==> src/sha_pkg.sv <==
// Shared types and constants of the SHA-256 hasher core.
package sha_pkg;

   localparam logic [7:0] PadByte = 8'h80;

   typedef logic [31:0] word_type;

   typedef struct packed {
      logic load_byte;    // write the input byte at the current position
      logic load_pad;     // write a pad byte at pad_pos
      logic [5:0] pad_pos;
      logic [7:0] pad_val;
      logic start_block;  // latch the chain state and begin the rounds
      logic round_step;   // do one round
      logic finish_block; // add the working state into the chain state
      logic reset_chain;  // restore the initial hash, zero the count
      logic shift_digest; // move to the next digest word
   } cmd_type;

   typedef struct packed {
      logic [5:0] fill_pos;   // low six bits of the byte count
      logic [5:0] round_num;
      logic [63:0] bit_len;
   } status_type;

   function automatic word_type init_hash(input logic [2:0] idx);
      word_type v;
      case (idx)
         3'd0: v = 32'h6a09e667;
         3'd1: v = 32'hbb67ae85;
         3'd2: v = 32'h3c6ef372;
         3'd3: v = 32'ha54ff53a;
         3'd4: v = 32'h510e527f;
         3'd5: v = 32'h9b05688c;
         3'd6: v = 32'h1f83d9ab;
         default: v = 32'h5be0cd19;
      endcase
      return v;
   endfunction

   function automatic word_type round_k(input logic [5:0] idx);
      word_type v;
      case (idx)
         6'd0: v = 32'h428a2f98; 6'd1: v = 32'h71374491; 6'd2: v = 32'hb5c0fbcf;
         6'd3: v = 32'he9b5dba5; 6'd4: v = 32'h3956c25b; 6'd5: v = 32'h59f111f1;
         6'd6: v = 32'h923f82a4; 6'd7: v = 32'hab1c5ed5; 6'd8: v = 32'hd807aa98;
         6'd9: v = 32'h12835b01; 6'd10: v = 32'h243185be; 6'd11: v = 32'h550c7dc3;
         6'd12: v = 32'h72be5d74; 6'd13: v = 32'h80deb1fe; 6'd14: v = 32'h9bdc06a7;
         6'd15: v = 32'hc19bf174; 6'd16: v = 32'he49b69c1; 6'd17: v = 32'hefbe4786;
         6'd18: v = 32'h0fc19dc6; 6'd19: v = 32'h240ca1cc; 6'd20: v = 32'h2de92c6f;
         6'd21: v = 32'h4a7484aa; 6'd22: v = 32'h5cb0a9dc; 6'd23: v = 32'h76f988da;
         6'd24: v = 32'h983e5152; 6'd25: v = 32'ha831c66d; 6'd26: v = 32'hb00327c8;
         6'd27: v = 32'hbf597fc7; 6'd28: v = 32'hc6e00bf3; 6'd29: v = 32'hd5a79147;
         6'd30: v = 32'h06ca6351; 6'd31: v = 32'h14292967; 6'd32: v = 32'h27b70a85;
         6'd33: v = 32'h2e1b2138; 6'd34: v = 32'h4d2c6dfc; 6'd35: v = 32'h53380d13;
         6'd36: v = 32'h650a7354; 6'd37: v = 32'h766a0abb; 6'd38: v = 32'h81c2c92e;
         6'd39: v = 32'h92722c85; 6'd40: v = 32'ha2bfe8a1; 6'd41: v = 32'ha81a664b;
         6'd42: v = 32'hc24b8b70; 6'd43: v = 32'hc76c51a3; 6'd44: v = 32'hd192e819;
         6'd45: v = 32'hd6990624; 6'd46: v = 32'hf40e3585; 6'd47: v = 32'h106aa070;
         6'd48: v = 32'h19a4c116; 6'd49: v = 32'h1e376c08; 6'd50: v = 32'h2748774c;
         6'd51: v = 32'h34b0bcb5; 6'd52: v = 32'h391c0cb3; 6'd53: v = 32'h4ed8aa4a;
         6'd54: v = 32'h5b9cca4f; 6'd55: v = 32'h682e6ff3; 6'd56: v = 32'h748f82ee;
         6'd57: v = 32'h78a5636f; 6'd58: v = 32'h84c87814; 6'd59: v = 32'h8cc70208;
         6'd60: v = 32'h90befffa; 6'd61: v = 32'ha4506ceb; 6'd62: v = 32'hbef9a3f7;
         default: v = 32'hc67178f2;
      endcase
      return v;
   endfunction

endpackage

==> src/sha256_hasher_core.sv <==
// SHA-256 hasher core: one byte per transfer, digest returned as eight 32-bit words.
// A byte that does not fill a block leaves the core ready for the next byte; a full
// block adds a load step, 64 rounds on the single round unit and one chain update.
// End of message adds one pad byte write per cycle and one or two compressions,
// then eight result transfers and a step that restores the initial hash.
// Synchronous active-high reset sets the initial hash and a zero byte count.
module sha256_hasher_core (
   input  logic clock,
   input  logic reset,
   input  logic req_tvalid,
   output logic req_tready,
   input  logic [7:0] req_tdata,  // [7:0] data_byte
   input  logic [0:0] req_tuser,  // [0] byte_present
   input  logic req_tlast,        // end_of_message
   output logic rsp_tvalid,
   input  logic rsp_tready,
   output logic [39:0] rsp_tdata, // [31:0] digest_word, [34:32] word_index, rest zero
   output logic rsp_tlast         // last_word
);
   import sha_pkg::*;

   cmd_type cmd;
   status_type status;
   logic [31:0] digest_word;
   logic [2:0] word_index;

   sha_control u_control (
      .clock(clock), .reset(reset),
      .req_tvalid(req_tvalid), .req_tready(req_tready),
      .byte_present(req_tuser[0]), .end_of_message(req_tlast),
      .status(status), .cmd(cmd),
      .rsp_tvalid(rsp_tvalid), .rsp_tready(rsp_tready), .word_index(word_index)
   );

   sha_datapath u_datapath (
      .clock(clock), .reset(reset),
      .data_byte(req_tdata), .cmd(cmd), .status(status), .digest_word(digest_word)
   );

   assign rsp_tdata = {5'd0, word_index, digest_word};
   assign rsp_tlast = (word_index == 3'd7);

endmodule

==> src/sha_datapath.sv <==
// Datapath of the SHA-256 hasher: message schedule that gathers the block, rounds and chain state.
module sha_datapath (
   input  logic clock,
   input  logic reset,
   input  logic [7:0] data_byte,
   input  sha_pkg::cmd_type cmd,
   output sha_pkg::status_type status,
   output logic [31:0] digest_word
);
   import sha_pkg::*;

   logic [63:0] count_ff, count_in;
   word_type chain_ff [8];
   word_type work_ff [8];
   word_type sched_ff [16];
   logic [5:0] round_ff;
   logic wr_en;
   logic [5:0] wr_pos;
   logic [7:0] wr_byte;

   // Byte count, wraps modulo 2^64.
   always_comb begin
      count_in = count_ff;
      if (cmd.reset_chain) count_in = '0;
      else if (cmd.load_byte) count_in = count_ff + 64'd1;
   end

   always_ff @(posedge clock) begin
      if (reset) count_ff <= '0;
      else count_ff <= count_in;
   end

   assign wr_en = cmd.load_byte || cmd.load_pad;
   assign wr_pos = cmd.load_byte ? count_ff[5:0] : cmd.pad_pos;
   assign wr_byte = cmd.load_byte ? data_byte : cmd.pad_val;

   word_type a, e, s0w, s1w, w_new, t1, t2, big0, big1, ch, maj;

   always_comb begin
      a = work_ff[0];
      e = work_ff[4];
      big1 = {e[5:0], e[31:6]} ^ {e[10:0], e[31:11]} ^ {e[24:0], e[31:25]};
      ch = (e & work_ff[5]) ^ (~e & work_ff[6]);
      t1 = work_ff[7] + big1 + ch + round_k(round_ff) + sched_ff[0];
      big0 = {a[1:0], a[31:2]} ^ {a[12:0], a[31:13]} ^ {a[21:0], a[31:22]};
      maj = (a & work_ff[1]) ^ (a & work_ff[2]) ^ (work_ff[1] & work_ff[2]);
      t2 = big0 + maj;
      s0w = {sched_ff[1][6:0], sched_ff[1][31:7]} ^ {sched_ff[1][17:0], sched_ff[1][31:18]}
            ^ (sched_ff[1] >> 3);
      s1w = {sched_ff[14][16:0], sched_ff[14][31:17]}
            ^ {sched_ff[14][18:0], sched_ff[14][31:19]} ^ (sched_ff[14] >> 10);
      w_new = s1w + sched_ff[9] + s0w + sched_ff[0];
   end

   // The schedule window doubles as the block buffer: bytes land big-endian in
   // their word while no block is in the rounds, and every byte of a block is
   // written by a message byte or a pad byte before the rounds start.
   always_ff @(posedge clock) begin
      if (cmd.round_step) begin
         for (int i = 0; i < 15; i++) sched_ff[i] <= sched_ff[i+1];
         sched_ff[15] <= w_new;
      end else if (wr_en) begin
         sched_ff[wr_pos[5:2]][{~wr_pos[1:0], 3'b000} +: 8] <= wr_byte;
      end
   end

   always_ff @(posedge clock) begin
      if (cmd.start_block) begin
         for (int i = 0; i < 8; i++) work_ff[i] <= chain_ff[i];
         round_ff <= '0;
      end else if (cmd.round_step) begin
         work_ff[7] <= work_ff[6];
         work_ff[6] <= work_ff[5];
         work_ff[5] <= work_ff[4];
         work_ff[4] <= work_ff[3] + t1;
         work_ff[3] <= work_ff[2];
         work_ff[2] <= work_ff[1];
         work_ff[1] <= work_ff[0];
         work_ff[0] <= t1 + t2;
         round_ff <= round_ff + 6'd1;
      end
   end

   always_ff @(posedge clock) begin
      if (reset || cmd.reset_chain) begin
         for (int i = 0; i < 8; i++) chain_ff[i] <= init_hash(3'(i));
      end else if (cmd.finish_block) begin
         for (int i = 0; i < 8; i++) chain_ff[i] <= chain_ff[i] + work_ff[i];
      end else if (cmd.shift_digest) begin
         // The digest leaves through word 0; words rotate down one place.
         for (int i = 0; i < 7; i++) chain_ff[i] <= chain_ff[i+1];
         chain_ff[7] <= chain_ff[0];
      end
   end

   assign digest_word = chain_ff[0];
   assign status.fill_pos = count_ff[5:0];
   assign status.round_num = round_ff;
   assign status.bit_len = {count_ff[60:0], 3'b000};

endmodule

==> src/sha_control.sv <==
// Controller state machine of the SHA-256 hasher.
module sha_control (
   input  logic clock,
   input  logic reset,
   input  logic req_tvalid,
   output logic req_tready,
   input  logic byte_present,
   input  logic end_of_message,
   input  sha_pkg::status_type status,
   output sha_pkg::cmd_type cmd,
   output logic rsp_tvalid,
   input  logic rsp_tready,
   output logic [2:0] word_index
);
   import sha_pkg::*;

   typedef enum logic [6:0] {
      ST_IDLE   = 7'b0000001,
      ST_START  = 7'b0000010,
      ST_ROUND  = 7'b0000100,
      ST_FINISH = 7'b0001000,
      ST_PAD    = 7'b0010000,
      ST_OUT    = 7'b0100000,
      ST_RESET  = 7'b1000000
   } state_type;

   state_type state_ff, state_in;
   logic closing_ff, closing_in;   // pending end of message
   logic final_ff, final_in;       // current block carries the length
   logic [6:0] pad_ff, pad_in;     // next pad byte position, 64 means done
   logic [2:0] word_ff, word_in;

   logic accept;
   assign req_tready = (state_ff == ST_IDLE);
   assign accept = req_tvalid && req_tready;
   assign rsp_tvalid = (state_ff == ST_OUT);
   assign word_index = word_ff;

   always_comb begin
      state_in = state_ff;
      closing_in = closing_ff;
      final_in = final_ff;
      pad_in = pad_ff;
      word_in = word_ff;
      cmd = '0;
      case (state_ff)
         ST_IDLE: begin
            if (accept) begin
               cmd.load_byte = byte_present;
               closing_in = end_of_message;
               pad_in = {1'b0, status.fill_pos} + {6'd0, byte_present};
               if (byte_present && status.fill_pos == 6'd63) begin
                  final_in = 1'b0;
                  state_in = ST_START;
               end else if (end_of_message) begin
                  state_in = ST_PAD;
                  cmd.load_pad = 1'b0;
               end
            end
         end
         ST_PAD: begin
            // First pad byte is 0x80, then zeros, then the length in bytes 56..63.
            cmd.load_pad = 1'b1;
            cmd.pad_pos = pad_ff[5:0];
            if (pad_ff[5:0] == status.fill_pos && !final_ff) cmd.pad_val = PadByte;
            else if (pad_ff[5:0] >= 6'd56 && final_ff)
               cmd.pad_val = status.bit_len[8*(63 - pad_ff[5:0]) +: 8];
            else cmd.pad_val = 8'h00;
            pad_in = pad_ff + 7'd1;
            // Reaching byte 55 means the 0x80 byte sits at 55 or below, so the
            // length fits behind it in this block.
            if (pad_ff == 7'd55) begin
               final_in = 1'b1;
            end
            if (pad_ff == 7'd63) begin
               state_in = ST_START;
            end
         end
         ST_START: begin
            cmd.start_block = 1'b1;
            state_in = ST_ROUND;
         end
         ST_ROUND: begin
            cmd.round_step = 1'b1;
            if (status.round_num == 6'd63) state_in = ST_FINISH;
         end
         ST_FINISH: begin
            cmd.finish_block = 1'b1;
            if (final_ff) begin
               word_in = '0;
               state_in = ST_OUT;
            end else if (closing_ff) begin
               pad_in = {1'b0, status.fill_pos};
               if (status.fill_pos != 6'd0 || !closing_ff) pad_in = 7'd0;
               state_in = ST_PAD;
            end else begin
               state_in = ST_IDLE;
            end
         end
         ST_OUT: begin
            if (rsp_tready) begin
               cmd.shift_digest = 1'b1;
               word_in = word_ff + 3'd1;
               if (word_ff == 3'd7) state_in = ST_RESET;
            end
         end
         ST_RESET: begin
            cmd.reset_chain = 1'b1;
            closing_in = 1'b0;
            final_in = 1'b0;
            state_in = ST_IDLE;
         end
         default: state_in = ST_IDLE;
      endcase
   end

   always_ff @(posedge clock) begin
      if (reset) begin
         state_ff <= ST_IDLE;
         closing_ff <= 1'b0;
         final_ff <= 1'b0;
         pad_ff <= '0;
         word_ff <= '0;
      end else begin
         state_ff <= state_in;
         closing_ff <= closing_in;
         final_ff <= final_in;
         pad_ff <= pad_in;
         word_ff <= word_in;
      end
   end

endmodule
==> config.mk <==
export PLATFORM = sky130hd
export DESIGN_NAME = sha256_hasher_core
export DESIGN_NICKNAME = d
export VERILOG_FILES = /design/src/sha_pkg.sv /design/src/sha256_hasher_core.sv /design/src/sha_datapath.sv /design/src/sha_control.sv
export SDC_FILE = /design/constraint.sdc
export NUM_CORES = 2
export LEC_CHECK = 0
export BUFFER_PORTS_ARGS = -buffer_cell sky130_fd_sc_hd__buf_2
export CAP_MARGIN = 30
export CORE_UTILIZATION = 50
export CTS_CLUSTER_SIZE = 20
export DETAILED_ROUTE_END_ITERATION = 12
export GPL_TIMING_DRIVEN = 0
export PLACE_DENSITY = 0.68
export SLEW_MARGIN = 0
export SYNTH_ARGS = -nofsm -noshare
export SYNTH_HDL_FRONTEND = slang
export SYNTH_HIERARCHICAL = 1
export SYNTH_SLANG_ARGS = --single-unit
==> constraint.sdc <==
create_clock -name clock -period 7.1 [get_ports clock]
set_input_delay 0.355 -clock clock [delete_from_list [all_inputs] [get_ports clock]]
set_output_delay 0.355 -clock clock [all_outputs]
set_load 0.05 [all_outputs]
==> metrics.txt <==
CTS H-tree depth 4; RSZ-0062 raised after global routing yes; Via density 6.34; Worst Hold Class primary input to flip-flop; antenna violations before repair 17; Seq pwr share 39.2%; FMAX 126 MHz; crit path kind flip-flop to flip-flop; main combinational cell family by area after synthesis compound AO/OA/AOI/OAI gates; Syn Std Cell Area 76600 um^2; Post-synth top cells edfxtp_1, mux2_2, nand2_1; register area share after synthesis 43.2%; Clock power frac 37.0%; critical path endpoint category flip-flop; worst endpoint required time 7630 ps; maxcap violations 0; routed len/inst 29.5 um; PnR worst setup slack -824 ps; drt total wl 281000 um; Syn Area/Cell 10.9 um^2; synth unique cells 99; PwrDens 222 nW/um^2; # fillers 12.9k; DR iter-0 viols 7430; Layout Nets 7993; Leakage 31.9 nW; Die ar. 155000 um^2; TritonCTS Buffers 135; Logic pwr share 23.8%; post-synthesis mux area share 10.9%; Worst setup SP type flip-flop; gpl congestion 1.09; vias in the first global route 57.5k; final setup vio count 22; global route total overflow 0; Skew-Pair Late Insertion Delay 820 ps; largest net degree at the start of global routing 65; Peak VDD IR 0.188 mV; status finished, violations left; Adder-Cell Fraction of Synth Area 11.7%; Initial DRT Pass Iterations 9; Yosys reg bits 1142; # DRC 0; P_sw 5.80 mW; crit path time final 7920 ps; CTS Buffer Depth 3; clk sinks 1142; Initial Util 50.4%; Crit-path slowest cell fa_2; HPWL Detailed 215000 um; die height 393 um; via count 60.3k; final worst path period share 112%; Internal Pwr Total 13.4 mW; Gate Count Post-Synth 7060; Worst slew margin 19.8%; All-Layer GR Usage 35.4%; Core Box Area 152000 um^2; die width 393 um; leading area contributor after synthesis edfxtp_1; Final Hold Fails 0; I/O Buffers 51; number of synthesized flops with an enable pin 1024; switch share 30.1%; Worst Path Arrival 8450 ps; Detail Route Antenna Nets 0; CTS tree yes; Reg clk slew, reported paths 60 ps; Post-Synth XOR/XNOR Area 7.57%; setup tns final -8750 ps; Boundary Pins 57; Top FF cell, synth edfxtp_1; crit-path max FO 5; Post-Route Utilization 57.0%; share of the synthesized area in the top cell type 40.1%; CP max stage delay 540 ps; violated checks negative setup slack; yosys warns 6; most frequent CP cell a21o_1; Post-Route Skew 47.0 ps; top-count cell post-synth edfxtp_1; Clock Tree Root clkbuf_16; ranking of synthesized cells by area edfxtp_1, mux2_2, ha_1; Compound-Gate Fraction of Synth Area 13.2%; Layout Area Growth over Synthesis 13.2%; standard-cell rows 143; Final Max Slew Viols 0; async set-or-reset flop fraction in the synthesized netlist 0%; worst-margin pin slew 1170 ps; first-pass GRT wire length 400000 um; simple logic cell fraction of the synthesized area 9.74%; layout cell share with drive strength beyond 1 19.0%
sequential cells by signal, summed over array words and instances, names as in the netlist, 3 cells and up, named ones only:
name,count
u_control/pad_ff,7
u_control/state_ff,7
u_control/word_index,3
u_datapath/chain_ff,256
u_datapath/count_ff,61
u_datapath/round_ff,6
u_datapath/sched_ff,512
u_datapath/work_ff,256
power by group through the flow:
stage	logic (mW)	clock network [mW]	registers [mW]
final	4.59	7.11	7.54
after global routing	4.90	7.43	7.54
after CTS	4.07	7.19	7.53
after detailed placement	3.59	0	7.67
after global placement	3.54	0	7.68
after floorplan	2.65	0	7.58
layout make-up:
class                   instances  area (um^2)  area share, %
well taps                    2030         2540           2.93
repair buffers                189         1680           1.93
inverters                     321         1210           1.40
clock inverters                62          831          0.958
multi-input cells            5238        42000           48.5
flip-flops and latches       1142        33100           38.2
clock buffers                 176         3640           4.20
diodes                          1         2.50        0.00289
plain buffers                 357         1680           1.94
worst max-delay path, delay by kind of cell (launching register included):
family | cells | cell delay, ps
buffers and inverters | 4 | 380
AO/OA/AOI/OAI | 13 | 2730
XOR/XNOR | 5 | 960
AND/OR/NAND/NOR | 7 | 740
adder cells (fa/ha/maj) | 6 | 2400
flip-flops | 1 | 410
repair_timing:
| item | 4_1_cts | 5_1_grt |
|---|---|---|
| setup buffers | 54 | 45 |
| pin swaps | 62 | 74 |
| resized for setup | 172 | 118 |
| endpoints found under the hold margin | 8 | 0 |
| cloned | 0 | 0 |
| endpoints found under the setup margin | 35 | 31 |
| hold buffers | 4 | 0 |
placed cells by master, fill, tap and decap left out, types with 37 or more instances in the layout:
master and n:
edfxtp_1 1024, mux2_2 692, nand2_1 504, nor2_1 497, a21oi_1 467, xnor2_1 383
ha_1 376, o21ai_0 355, inv_1 300, clkbuf_1 276, xor2_1 236, a21o_1 201
fa_1 191, clkbuf_16 139, buf_4 133, dfxtp_1 118, nand3_1 116, nor3_1 95
nand2b_1 79, or2_2 66, buf_2 59, nor2b_1 57, o211ai_1 56, o21ai_1 56
o21a_1 55, a31oi_1 44, o21bai_1 41, and3_1 40, a211oi_1 38, nand4_1 37
through the flow:
step	total power [mW]	area (um^2)	hold WS [ps]	setup slack, ps	instances
5_1_grt	19.9	86700	120	-1020	9515
3_5_place_dp	11.3	80100	501	-1830	9180
6_report	19.2	86700	103	-824	9516
3_3_place_gp	11.2	79500	483	-1880	9147
4_1_cts	18.8	85800	58.5	-939	9469
2_1_floorplan	10.2	76700	464	-159	7066
cell families after synthesis:
kind of cell	count (synthesis)
simple gates	1626
xor+xnor	662
compound gates	1615
buf+inv	686
mux	728
flops	1142
fa+ha+maj	599
other cells	2
metal layers:
layer	wire (um)	track usage, %	vias to the layer above	share of wire [%]
met3	28100	7.06	701	10
met5	0	0	-	0
li1	-	-	26300	-
met1	110000	47.0	30000	39
met4	22100	24.2	0	7.9
met2	121000	52.2	3320	43
path summary, 6_finish.rpt:
| kind | startpoint | end | slack, ps | cells past startpoint |
|---|---|---|---|---|
| max | u_datapath/work_ff[1][26] | u_datapath/work_ff[0][31] | -820 | 35 |
| min | req_tuser | u_control/pad_ff[0] | 100 | 4 |
| max reg2reg | u_datapath/work_ff[1][26] | u_datapath/work_ff[0][31] | -820 | 35 |
| min reg2reg | u_datapath/count_ff[13] | u_datapath/count_ff[13] | 520 | 2 |
Note: power is estimated with default switching activity, not from simulation.
